<file path="config.mk">
export PLATFORM = sky130hd
export DESIGN_NAME = button_click_classifier_flat
export DESIGN_NICKNAME = d
export VERILOG_FILES = /design/src/rtl/core/bcc_pkg.sv /design/src/rtl/core/bcc_if.sv /design/src/rtl/core/bcc_cfg_regs.sv /design/src/rtl/core/bcc_key_engine.sv /design/src/rtl/core/button_click_classifier.sv /design/src/flat_wrapper.sv
export SDC_FILE = /design/constraint.sdc
export NUM_CORES = 1
export LEC_CHECK = 0
export CAP_MARGIN = 5
export CORE_ASPECT_RATIO = 0.7
export CORE_MARGIN = 2
export CORE_UTILIZATION = 58
export DETAILED_ROUTE_END_ITERATION = 8
export DONT_BUFFER_PORTS = 1
export HOLD_SLACK_MARGIN = 0.02
export PLACE_DENSITY_LB_ADDON = 0.12
export SYNTH_ARGS = -nofsm -noshare
export SYNTH_HDL_FRONTEND = slang
export SYNTH_HIERARCHICAL = 1
export SYNTH_SLANG_ARGS = --single-unit
</file>
<file path="constraint.sdc">
create_clock -name clk_i -period 6.22 [get_ports clk_i]
set_clock_uncertainty 0.1 [all_clocks]
set_input_delay 0.622 -clock clk_i [delete_from_list [all_inputs] [get_ports clk_i]]
set_output_delay 0.622 -clock clk_i [all_outputs]
set_load 0.05 [all_outputs]
</file>
<file path="src/rtl/core/bcc_pkg.sv">
// ----------------------------------------------------------------------------
// bcc_pkg
// Shared types and constants of the button click classifier.
// ----------------------------------------------------------------------------
package bcc_pkg;

  localparam int unsigned NUM_KEYS  = 4;
  localparam int unsigned KEY_W     = 2;
  localparam int unsigned DUR_W     = 16;
  localparam int unsigned CNT_W     = 2;
  localparam int unsigned CODE_W    = 3;
  localparam int unsigned APB_AW    = 4;
  localparam int unsigned APB_DW    = 32;

  localparam logic [CNT_W-1:0] TRIPLE_CLICKS = CNT_W'(3);

  typedef enum logic [CODE_W-1:0] {
    EV_SINGLE = 3'd0,
    EV_DOUBLE = 3'd1,
    EV_TRIPLE = 3'd2,
    EV_LONG   = 3'd3,
    EV_DOWN   = 3'd4,
    EV_END    = 3'd5
  } event_code_e;

  typedef enum logic [1:0] {
    REG_SHORT_TIMEOUT  = 2'd0,
    REG_LONG_TIMEOUT   = 2'd1,
    REG_DURATION_LIMIT = 2'd2,
    REG_TRIPLE_UPDOWN  = 2'd3
  } reg_index_e;

  localparam logic [DUR_W-1:0] SHORT_TIMEOUT_RST  = DUR_W'(30);
  localparam logic [DUR_W-1:0] LONG_TIMEOUT_RST   = DUR_W'(100);
  localparam logic [DUR_W-1:0] DURATION_LIMIT_RST = DUR_W'(65535);

  typedef struct packed {
    logic [DUR_W-1:0] short_timeout;
    logic [DUR_W-1:0] long_timeout;
    logic [DUR_W-1:0] duration_limit;
    logic             triple_updown;
  } cfg_t;

  typedef struct packed {
    logic             last_level;
    logic             updown;
    logic             suppress;
    logic [CNT_W-1:0] clicks;
    logic [DUR_W-1:0] duration;
  } key_state_t;

endpackage

</file>
<file path="src/rtl/core/bcc_if.sv">
// ----------------------------------------------------------------------------
// bcc_sample_if / bcc_event_if
// Valid/ready channels for key samples and classified events.
// ----------------------------------------------------------------------------
interface bcc_sample_if import bcc_pkg::*; ();
  logic             valid;
  logic             ready;
  logic [KEY_W-1:0] key_index;
  logic             pressed;

  modport source (output valid, output key_index, output pressed, input ready);
  modport sink   (input valid, input key_index, input pressed, output ready);
endinterface

interface bcc_event_if import bcc_pkg::*; ();
  logic              valid;
  logic              ready;
  logic [KEY_W-1:0]  event_key;
  logic [CODE_W-1:0] event_code;

  modport source (output valid, output event_key, output event_code, input ready);
  modport sink   (input valid, input event_key, input event_code, output ready);
endinterface

</file>
<file path="src/rtl/core/bcc_cfg_regs.sv">
// ----------------------------------------------------------------------------
// bcc_cfg_regs
// APB register file holding timeouts, duration limit and triple option.
// ----------------------------------------------------------------------------
module bcc_cfg_regs import bcc_pkg::*; (
  input  logic              clk_i,
  input  logic              rst_ni,
  input  logic              psel,
  input  logic              penable,
  input  logic              pwrite,
  input  logic [APB_AW-1:0] paddr,
  input  logic [APB_DW-1:0] pwdata,
  output logic [APB_DW-1:0] prdata,
  output logic              pready,
  output cfg_t              cfg_o
);

  cfg_t       cfg_q;
  logic       wr_en;
  reg_index_e idx;

  assign pready = 1'b1;
  assign wr_en  = psel && penable && pwrite;
  assign idx    = reg_index_e'(paddr[APB_AW-1:2]);

  always_ff @(posedge clk_i or negedge rst_ni) begin
    if (!rst_ni) begin
      cfg_q.short_timeout  <= SHORT_TIMEOUT_RST;
      cfg_q.long_timeout   <= LONG_TIMEOUT_RST;
      cfg_q.duration_limit <= DURATION_LIMIT_RST;
      cfg_q.triple_updown  <= 1'b0;
    end else if (wr_en) begin
      case (idx)
        REG_SHORT_TIMEOUT:  cfg_q.short_timeout  <= pwdata[DUR_W-1:0];
        REG_LONG_TIMEOUT:   cfg_q.long_timeout   <= pwdata[DUR_W-1:0];
        REG_DURATION_LIMIT: cfg_q.duration_limit <= pwdata[DUR_W-1:0];
        REG_TRIPLE_UPDOWN:  cfg_q.triple_updown  <= pwdata[0];
        default: ;
      endcase
    end
  end

  always_comb begin
    prdata = '0;
    case (idx)
      REG_SHORT_TIMEOUT:  prdata = APB_DW'(cfg_q.short_timeout);
      REG_LONG_TIMEOUT:   prdata = APB_DW'(cfg_q.long_timeout);
      REG_DURATION_LIMIT: prdata = APB_DW'(cfg_q.duration_limit);
      REG_TRIPLE_UPDOWN:  prdata = APB_DW'(cfg_q.triple_updown);
      default:            prdata = '0;
    endcase
  end

  assign cfg_o = cfg_q;

endmodule

</file>
<file path="src/rtl/core/bcc_key_engine.sv">
// ----------------------------------------------------------------------------
// bcc_key_engine
// Per-key state store and the single-pass click classification logic.
// ----------------------------------------------------------------------------
module bcc_key_engine import bcc_pkg::*; (
  input  logic              clk_i,
  input  logic              rst_ni,
  input  cfg_t              cfg_i,
  input  logic              fire_i,
  input  logic [KEY_W-1:0]  key_i,
  input  logic              pressed_i,
  output logic              have_o,
  output event_code_e       code_o
);

  key_state_t state_q [NUM_KEYS];
  key_state_t cur;
  key_state_t nxt;
  logic       key_ok;
  logic       have;
  event_code_e code;

  assign key_ok = ({1'b0, key_i} < (KEY_W+1)'(NUM_KEYS));
  assign cur    = state_q[key_i];

  always_comb begin
    nxt  = cur;
    have = 1'b0;
    code = EV_SINGLE;
    if (cur.updown) begin
      if (pressed_i) begin
        have = 1'b1;
        code = EV_DOWN;
      end else if (cur.last_level) begin
        nxt.updown   = 1'b0;
        nxt.suppress = 1'b0;
        nxt.clicks   = '0;
        nxt.duration = '0;
        have         = 1'b1;
        code         = EV_END;
      end
    end else begin
      if (cur.last_level != pressed_i) begin
        nxt.duration = DUR_W'(1);
        if (!pressed_i) begin
          if (cur.suppress) begin
            // release after a long click is swallowed
            nxt.suppress = 1'b0;
            nxt.duration = '0;
          end else if (cur.clicks < TRIPLE_CLICKS) begin
            nxt.clicks = cur.clicks + CNT_W'(1);
          end
        end
      end else if (cur.duration != '0 && cur.duration < cfg_i.duration_limit) begin
        nxt.duration = cur.duration + DUR_W'(1);
      end

      if (nxt.clicks == TRIPLE_CLICKS) begin
        nxt.clicks   = '0;
        nxt.duration = '0;
        have         = 1'b1;
        code         = EV_TRIPLE;
        if (cfg_i.triple_updown) begin
          nxt.updown   = 1'b1;
          nxt.suppress = 1'b0;
        end
      end else if (nxt.duration > cfg_i.short_timeout && !pressed_i) begin
        code         = (nxt.clicks == CNT_W'(2)) ? EV_DOUBLE : EV_SINGLE;
        nxt.clicks   = '0;
        nxt.duration = '0;
        have         = 1'b1;
      end else if (nxt.duration > cfg_i.long_timeout && pressed_i) begin
        nxt.clicks   = '0;
        nxt.duration = '0;
        nxt.suppress = 1'b1;
        have         = 1'b1;
        code         = EV_LONG;
      end
    end
    nxt.last_level = pressed_i;
  end

  always_ff @(posedge clk_i or negedge rst_ni) begin
    if (!rst_ni) begin
      for (int i = 0; i < NUM_KEYS; i++) begin
        state_q[i] <= '0;
      end
    end else if (fire_i && key_ok) begin
      state_q[key_i] <= nxt;
    end
  end

  assign have_o = have && key_ok;
  assign code_o = code;

  // a key in up-down mode never carries a pending long-click suppress
  a_updown_no_suppress: assert property (@(posedge clk_i) disable iff (!rst_ni)
    fire_i && nxt.updown |-> !nxt.suppress)
    else $error("up-down key with suppress set");

  // a stored click count never reaches three
  a_clicks_below_triple: assert property (@(posedge clk_i) disable iff (!rst_ni)
    fire_i |-> nxt.clicks != TRIPLE_CLICKS)
    else $error("click count stored at triple");

  // a long click arms the suppress flag of its key
  a_long_sets_suppress: assert property (@(posedge clk_i) disable iff (!rst_ni)
    fire_i && have_o && code == EV_LONG |=> state_q[$past(key_i)].suppress)
    else $error("long click without suppress");

  // an up-down key whose level stays released raises no event
  a_updown_idle_silent: assert property (@(posedge clk_i) disable iff (!rst_ni)
    fire_i && cur.updown && !pressed_i && !cur.last_level |-> !have)
    else $error("event from idle up-down key");

endmodule

</file>
<file path="src/rtl/core/button_click_classifier.sv">
// ----------------------------------------------------------------------------
// button_click_classifier
// Classifies per-key polling samples into click, long, held and end events.
// ----------------------------------------------------------------------------
// Usage: sample_i carries one polling tick per item (key_index, pressed).
// event_o carries at most one event per sample (event_key, event_code).
// Timeouts, duration limit and the triple-into-up-down option sit behind
// the APB port at byte addresses 0x0, 0x4, 0x8 and 0xC; write them only
// while no sample is in flight.
// Throughput: one sample per cycle, for any mix of keys, while event_o is
// not held. The per-key state is read for the sample in the input register
// and written back as it moves on, so a following sample of the same key
// sees the updated state. Each event is held in the output register that
// drives event_o, loaded as its sample leaves the input register.
// Reset: all keys return to click mode with empty logs, registers to their
// defaults (30, 100, 65535, 0), both pipeline registers empty.
// Stall: while event_o is held, one more sample is taken into the input
// register and then sample_i.ready drops until the event is taken.
// ----------------------------------------------------------------------------
module button_click_classifier import bcc_pkg::*; (
  input  logic              clk_i,
  input  logic              rst_ni,
  bcc_sample_if.sink        sample_i,
  bcc_event_if.source       event_o,
  input  logic              psel,
  input  logic              penable,
  input  logic              pwrite,
  input  logic [APB_AW-1:0] paddr,
  input  logic [APB_DW-1:0] pwdata,
  output logic [APB_DW-1:0] prdata,
  output logic              pready
);

  cfg_t             cfg;
  logic             in_vld_q;
  logic [KEY_W-1:0] in_key_q;
  logic             in_prs_q;
  logic             out_vld_q;
  logic [KEY_W-1:0] out_key_q;
  event_code_e      out_code_q;
  logic             advance;
  logic             fire;
  logic             have;
  event_code_e      code;

  bcc_cfg_regs u_cfg (
    .clk_i   (clk_i),
    .rst_ni  (rst_ni),
    .psel    (psel),
    .penable (penable),
    .pwrite  (pwrite),
    .paddr   (paddr),
    .pwdata  (pwdata),
    .prdata  (prdata),
    .pready  (pready),
    .cfg_o   (cfg)
  );

  assign advance        = !out_vld_q || event_o.ready;
  assign fire           = in_vld_q && advance;
  assign sample_i.ready = !in_vld_q || advance;

  bcc_key_engine u_engine (
    .clk_i     (clk_i),
    .rst_ni    (rst_ni),
    .cfg_i     (cfg),
    .fire_i    (fire),
    .key_i     (in_key_q),
    .pressed_i (in_prs_q),
    .have_o    (have),
    .code_o    (code)
  );

  always_ff @(posedge clk_i or negedge rst_ni) begin
    if (!rst_ni) begin
      in_vld_q  <= 1'b0;
      out_vld_q <= 1'b0;
    end else begin
      if (sample_i.ready) begin
        in_vld_q <= sample_i.valid;
      end
      if (advance) begin
        out_vld_q <= fire && have;
      end
    end
  end

  // hold payloads until their stage moves
  always_ff @(posedge clk_i) begin
    if (sample_i.valid && sample_i.ready) begin
      in_key_q <= sample_i.key_index;
      in_prs_q <= sample_i.pressed;
    end
    if (fire && have && advance) begin
      out_key_q  <= in_key_q;
      out_code_q <= code;
    end
  end

  assign event_o.valid      = out_vld_q;
  assign event_o.event_key  = out_key_q;
  assign event_o.event_code = out_code_q;

endmodule

</file>
<file path="src/flat_wrapper.sv">
// flat-port wrapper written by rule: the top's interface ports become plain ports
module button_click_classifier_flat import bcc_pkg::*;
  (clk_i, rst_ni, psel, penable, pwrite, paddr, pwdata, prdata, pready, sample_i_valid, sample_i_key_index, sample_i_pressed, sample_i_ready, event_o_valid, event_o_event_key, event_o_event_code, event_o_ready);
  bcc_sample_if sample_i_i ();
  bcc_event_if event_o_i ();
  input  logic clk_i;
  input  logic rst_ni;
  input  logic psel;
  input  logic penable;
  input  logic pwrite;
  input  logic [APB_AW-1:0] paddr;
  input  logic [APB_DW-1:0] pwdata;
  output logic [APB_DW-1:0] prdata;
  output logic pready;
  input wire logic [$bits(sample_i_i.valid)-1:0] sample_i_valid;
  input wire logic [$bits(sample_i_i.key_index)-1:0] sample_i_key_index;
  input wire logic [$bits(sample_i_i.pressed)-1:0] sample_i_pressed;
  output wire logic [$bits(sample_i_i.ready)-1:0] sample_i_ready;
  output wire logic [$bits(event_o_i.valid)-1:0] event_o_valid;
  output wire logic [$bits(event_o_i.event_key)-1:0] event_o_event_key;
  output wire logic [$bits(event_o_i.event_code)-1:0] event_o_event_code;
  input wire logic [$bits(event_o_i.ready)-1:0] event_o_ready;
  assign sample_i_i.valid = sample_i_valid;
  assign sample_i_i.key_index = sample_i_key_index;
  assign sample_i_i.pressed = sample_i_pressed;
  assign sample_i_ready = sample_i_i.ready;
  assign event_o_valid = event_o_i.valid;
  assign event_o_event_key = event_o_i.event_key;
  assign event_o_event_code = event_o_i.event_code;
  assign event_o_i.ready = event_o_ready;
  button_click_classifier u_core (.clk_i(clk_i), .rst_ni(rst_ni), .sample_i(sample_i_i), .event_o(event_o_i), .psel(psel), .penable(penable), .pwrite(pwrite), .paddr(paddr), .pwdata(pwdata), .prdata(prdata), .pready(pready));
endmodule
</file>
Word level (Yosys, flattened, before mapping):

Index checks and enable logic that the tools add are counted.

* register bits after elaboration: 143
* output and inout port bits: 40
* logic and storage cells: 104

* add/subtract/negate cells: 2
* $lt $le $gt $ge: 6
* equal/unequal tests: 6
* mux-type cells: 38
* bitwise gates (word level): 1
* reductions and logical operators: 21

Operators by type and width (count)
* one-hot mux 32 bit (4 select lines): 1
* bitwise mux 84 bit: 1
* two-way mux 21 bit: 3
* two-way mux 20 bit: 3
* two-way mux 19 bit: 3
* two-way mux 16 bit: 3
* binary-select mux 21 bit (select 2 bit): 1
* demux 21 bit (select 2 bit): 1
* > comparator 16 bit: 2
* two-way mux 3 bit: 7
* two-way mux 18 bit: 1
* adder 16 x 1 -> 16 bit, second input constant: 1
* < comparator 16 bit: 1
* nonzero test 16 bit: 1
* logical AND 1 bit: 10
* two-way mux 1 bit: 10
* equality test 2 bit, second input constant: 4
* two-way mux 2 bit: 4
* AND reduction 2 bit: 4
* greater-or-equal comparator 3 bit, second input constant: 1
* zero test 1 bit: 3
* < comparator 3 x 1 -> 1 bit, second input constant: 1
* NOT 2 -> 3 bit: 1
* adder 2 x 1 -> 2 bit, second input constant: 1
* 5 further kinds: 6

Longest topological paths before layout:

* depth in word-level cells: 18
* gate-level depth with buffers: 23
* depth with buffers taken out: 18

Cells and area by module:

The synthesis kept the hierarchy.

Modules (own cells, without submodules)
* bcc_key_engine: times used 1, cells an instance 679, area an instance 6065.8 um^2, seq. area each 2102.0 um^2
* bcc_cfg_regs: times used 1, cells an instance 179, area an instance 2411.1 um^2, seq. area each 1255.0 um^2
* button_click_classifier: times used 1, cells an instance 18, area an instance 351.6 um^2, seq. area each 290.3 um^2

Worst setup path before layout:

Ideal clock, no wire load.

* path kind: register to register
* start point: register u_core.in_key_q[0]
* end point: register u_core.out_code_q[0] (netlist: u_core/event_o.event_code[0]) (enable)
* setup time: 0.343 ns
* data arrival time: 5.373 ns
* data required time: 5.777 ns
* setup slack: 0.404 ns
* stages on the path, launching flop included: 22
* buffers on the path: 3
* period minus slack after synthesis: 5.816 ns
* cell sequence: edfxtp_1 > buf_4 > mux4_2 > clkbuf_1 > ha_1 > a21oi_1 > o21ai_0 > a211o_1 > or4_1 > nor4_4 > xnor2_1 > nor2_1 > ha_1 > and4_1 > nand3_1 > a221o_1 > a31oi_1 > clkbuf_1 > nor3_1 > a21oi_1 > nand2_1 > nor2b_1

* word-level cells in the longest chain between the ends: 17
* elaborated cells between the ends (all ways): 33
* classes of those cells: 2 x add/sub; 4 x order compare; 2 x eq/ne; 18 x mux; 1 x bitwise; 6 x reduce/logical

Ends and longest elaborated chain
* start: declaration: line button_click_classifier.sv:36 `logic [KEY_W-1:0] in_key_q;`
* start signal: assignment: line button_click_classifier.sv:91 `in_key_q <= sample_i.key_index;`
* NOT 2 -> 3 bit (not written as such) *: line bcc_key_engine.sv:24 `assign cur = state_q[key_i];`
* binary-select mux 21 bit (select 2 bit) *: line bcc_key_engine.sv:24
* two-way mux 21 bit (not written as such) * (2 in a row): line bcc_key_engine.sv:24
* < comparator 16 bit or nonzero test 16 bit (tied branches): line bcc_key_engine.sv:54 `end else if (cur.duration != '0 && cur.duration < cfg_i.duration_limit) begin`
* logical AND 1 bit: line bcc_key_engine.sv:54
* two-way mux 16 bit: line bcc_key_engine.sv:54
* two-way mux 16 bit: line bcc_key_engine.sv:43 `if (cur.last_level != pressed_i) begin`
* two-way mux 16 bit: line bcc_key_engine.sv:30 `if (cur.updown) begin`
* > comparator 16 bit: line bcc_key_engine.sv:72 `end else if (nxt.duration > cfg_i.long_timeout && pressed_i) begin`
* logical AND 1 bit: line bcc_key_engine.sv:72
* two-way mux 1 bit: line bcc_key_engine.sv:72
* two-way mux 1 bit: line bcc_key_engine.sv:67 `end else if (nxt.duration > cfg_i.short_timeout && !pressed_i) begin`
* two-way mux 1 bit: line bcc_key_engine.sv:58 `if (nxt.clicks == TRIPLE_CLICKS) begin`
* two-way mux 1 bit *: line bcc_key_engine.sv:30
* named net u_core.have: line button_click_classifier.sv:43 `logic have;`
* logical AND 1 bit * (2 in a row): line button_click_classifier.sv:94 `if (fire && have && advance) begin`
* end signal: assignment: line button_click_classifier.sv:96 `out_code_q <= code;`
* end: declaration: line button_click_classifier.sv:40 `event_code_e out_code_q;`

Mark *: on every way through the listed nets, which the timed path passes. The rest lies on a longest branch. The select of a mux whose other input is x is not followed.
A chain may end at the register's enable or synchronous reset.

Final worst setup path:

* start point: register u_core.in_key_q[0]
* end point: register u_core/u_engine/state_q[57] (netlist bit)

* word-level cells in the longest chain between the ends: 16
* elaborated cells between the ends (all ways): 37
* classes of those cells: 2 x add/sub; 6 x order compare; 2 x eq/ne; 21 x mux; 1 x bitwise; 5 x reduce/logical

Ends and longest elaborated chain
* NOT 2 -> 3 bit (not written as such) *: line bcc_key_engine.sv:24, bcc_key_engine.sv:89
* binary-select mux 21 bit (select 2 bit): line bcc_key_engine.sv:24
* two-way mux 21 bit (not written as such) (2 in a row): line bcc_key_engine.sv:24
* < comparator 16 bit or nonzero test 16 bit (tied branches): line bcc_key_engine.sv:54
* logical AND 1 bit: line bcc_key_engine.sv:54
* two-way mux 16 bit: line bcc_key_engine.sv:54
* two-way mux 16 bit: line bcc_key_engine.sv:43
* two-way mux 16 bit: line bcc_key_engine.sv:30
* > comparator 16 bit: line bcc_key_engine.sv:72
* logical AND 1 bit: line bcc_key_engine.sv:72
* two-way mux 19 bit: line bcc_key_engine.sv:72
* two-way mux 18 bit: line bcc_key_engine.sv:67
* two-way mux 19 bit: line bcc_key_engine.sv:58
* two-way mux 20 bit: line bcc_key_engine.sv:30
* bitwise mux 84 bit *: line bcc_key_engine.sv:89 `state_q[key_i] <= nxt;`
* end signal: indexed assignment: line bcc_key_engine.sv:89
* end: declaration: line bcc_key_engine.sv:16 `key_state_t state_q [NUM_KEYS];`

Every way passes the cells marked *; elsewhere a longest branch is shown, timed or not. The select of a mux whose other input is x is not followed.

==> results.json <==
{
  "rsz0062_at_grt": "false",
  "nets": 980,
  "hold_class": "primary input to async pin",
  "syn_avg_cell_area_um2": 10.1,
  "grt_pass1_vias": 6849,
  "place_congestion": 0.892,
  "cpPeakStageDelay_ps": 630,
  "htreeDepth": 4,
  "dieArea_um2": 16200,
  "total_power_mw": 4.89,
  "finalSetupViolCount": 0,
  "hold_violations": 0,
  "dr.pass1.iters": 7,
  "pwr-share-clk_pct": 20.8,
  "cts.sinks": 143,
  "p_comb_share_pct": 47.8,
  "clk_latency_ps": 420,
  "p_int_mw": 2.84,
  "drt-wirelength-per-cell_um": 21.6,
  "whs_ps": 27.3,
  "die_h_um": 107,
  "power.leakage_nw": 4.32,
  "fp-row-count": 37,
  "area.growth.synth_to_final_pct": 10.9,
  "antenna_cells": 0,
  "drcViolationCount": 0,
  "fin_crit_sh_pct": 96.3,
  "antenna_found_initial": 0,
  "via_count": 6839,
  "cp_num_buf_inv": 4,
  "ys_types": 74,
  "boundaryPins": 86,
  "setup_tns_ps": 0,
  "layout_commonest_cell": "dfrtp_1",
  "p_per_area_nw_per_um2": 500,
  "chipWidth_um": 151,
  "p_seq_share_pct": 31.4,
  "cts_tree": "done",
  "slew_viol_final": 0,
  "synth_seq_cells": 143,
  "synthesis.area_um2": 8830,
  "ys_seq_area_share_pct": 41.3,
  "yosys_most_used_dff": "dfrtp_1",
  "port-buffer-count": 0,
  "crit_fanout": 13,
  "synth_edf_count": 8,
  "path_class": "flop to flop",
  "dpl.cell_count": 1051,
  "crit_chain": "buf_12, mux4_2, ha_1, nand4_1, nor4_2, o211a_1, or4_4, nor4_4, xnor2_1, nor2_1, ha_1, and4_1, nand3_1, a221o_1, a31oi_1, buf_4, nor3_4, buf_12, buf_4, a32oi_1, o21ai_0",
  "max_freq_mhz": 167,
  "initial_core_util_pct": 59.8,
  "placedInstanceArea_um2": 9020,
  "end_kind": "flop",
  "post_drt_via_cell_ratio": 6.28,
  "final_cell_mix": "dfrtp_1 (112), nand2_1 (91), nor2_1 (70), inv_1 (58), ha_1 (53)",
  "required_ps": 6410,
  "p_switching_mw": 2.06,
  "fin_cells": 1089,
  "cts_buffer_depth": 2,
  "maxSlewHeadroom_pct": 28.6,
  "drive_gt1_share_pct": 22.0,
  "ys.warnings.count": 6,
  "dp_hpwl_um": 17000,
  "cp.arrival_ps": 6180,
  "ys_async_sr_fraction_pct": 94.4,
  "status": "finished clean",
  "synthCells": 876,
  "crit_path_start_kind": "flop",
  "maxCapViolCount": 0,
  "overflow": 0,
  "period_needed_ps": 5990,
  "crit_family": "simple AND/OR/NAND/NOR gates",
  "first_iter_violations": 551,
  "cts_buffers": 17,
  "slowest_stage": "or4_4",
  "ant_nets": 0,
  "layout_setup_ws_ps": 231,
  "vdd_drop_max_mv": 0.249,
  "fin_area_um2": 9790,
  "core_area_um2": 14800,
  "fillerInstances": 1156,
  "pre_cts_slack_ps": -79.5,
  "grt_pass1_wl_um": 37200,
  "grt_usage_pct": 30.5,
  "clkTransAtPathRegs_ps": 60,
  "drt_wl_total_um": 23600,
  "utilization_pct": 66.3,
  "worst_pin_slew_ps": 1070,
  "cts_root_buf": "clkbuf_16",
  "p_sw_share_pct": 42.0,
  "grt_max_degree": 136
}
## cells in the mapped netlist (4+ instances only)
cell type | n | area [µm²]
o21ai_1 | 13 | 65.1
clkbuf_1 | 32 | 120
o21ai_0 | 60 | 300
nor2b_1 | 9 | 56.3
a21o_1 | 4 | 30.0
a21oi_1 | 25 | 125
a32oi_1 | 12 | 105
a31oi_1 | 32 | 200
nand2_1 | 91 | 342
mux2_2 | 44 | 495
o21a_1 | 8 | 60.1
edfxtp_1 | 8 | 240
nand3_1 | 9 | 45.0
o21ba_2 | 4 | 40.0
nor3_1 | 12 | 60.1
inv_1 | 58 | 218
buf_4 | 21 | 158
nor2_1 | 70 | 263
xor2_1 | 4 | 35.0
nand4_1 | 12 | 75.1
ha_1 | 53 | 663
nor4_1 | 5 | 31.3
nand2b_1 | 5 | 31.3
mux2i_1 | 18 | 180
and4_1 | 8 | 70.1
and3_1 | 6 | 37.5
mux4_2 | 22 | 495
xnor2_1 | 7 | 61.3
mux2_4 | 10 | 150
dfstp_2 | 23 | 604
buf_2 | 8 | 40.0
dfrtp_1 | 112 | 2800
and2_1 | 7 | 43.8
## logic make-up after synthesis
logic type                 after synthesis  synth area share, %
and+or+nand+nor                        262                 15.0
AOI/OAI and AO/OA                      188                 13.4
DFF                                    143                 41.3
buffers and inverters                  123                 6.68
muxes                                   94                 15.0
adders and majority gates               53                 7.51
xor gates and xnor gates                11                 1.09
other                                    2               0.0851
## worst reg2reg max path, cell delays in order, from the launching register on
cell and delay (ps):
edfxtp_1 410, buf_12 200, mux4_2 620, ha_1 360, nand4_1 250, nor4_2 110, o211a_1 210, or4_4 630
nor4_4 280, xnor2_1 170, nor2_1 90, ha_1 340, and4_1 270, nand3_1 200, a221o_1 380, a31oi_1 240
buf_4 250, nor3_4 70, buf_12 150, buf_4 180, a32oi_1 220, o21ai_0 130
## metal layers
metal,track usage [%],up-vias,wire length (µm)
met4,8.68,0,405
met1,44.3,3434,10900
met2,46.6,254,10700
met3,6.04,28,1630
met5,0,-,0
li1,-,3123,-
## registers in the layout, summed over array words and instances (netlist names)
register and cells:
u_core/u_engine/state_q 84, u_core/in_key_q 2, u_core/in_vld_q 1, u_core/u_cfg/cfg_o 49, u_core/event_o.event_code 3, u_core/event_o.event_key 2, u_core/event_o.valid 1, u_core/in_prs_q 1
## final timing paths
check	startpoint	end	slack, ps	cells after the start
max	u_core/in_key_q[0]	u_core/u_engine/state_q[57]	230	21
min	rst_ni	u_core/in_vld_q	30	1
max reg2reg	u_core/in_key_q[0]	u_core/u_engine/state_q[57]	230	21
min reg2reg	u_core/u_engine/state_q[41]	u_core/u_engine/state_q[41]	380	2
max in group asynchronous	rst_ni	u_core/u_cfg/cfg_o[38]	5380	1
min in group clk_i	sample_i_pressed	u_core/in_prs_q	200	0
## timing repair
action	in CTS	in global routing
hold buffers	1	0
hold endpoints to repair	135	0
pin swaps	0	1
setup endpoints to repair	50	77
cloned	0	1
gates resized for setup	2	15
buffers inserted	0	4
## area by class of cell
cell class	count	area (µm²)	area share, %
repair buffers	36	345	3.53
multi-input cells	625	4750	48.5
well taps	195	244	2.49
inverters	58	218	2.22
clock buffers	21	462	4.71
clock inverters	11	129	1.32
flip-flops and latches	143	3650	37.2
## power by group through the flow
stage | clock network, mW | logic, mW | registers [mW]
5_1_grt | 1.08 | 2.55 | 1.57
4_1_cts | 1.03 | 2.17 | 1.53
2_1_floorplan | 0 | 1.57 | 1.48
3_5_place_dp | 0 | 2.13 | 1.55
3_3_place_gp | 0 | 2.05 | 1.51
6_report | 1.02 | 2.34 | 1.54
Power figures use the tool's default switching activity.
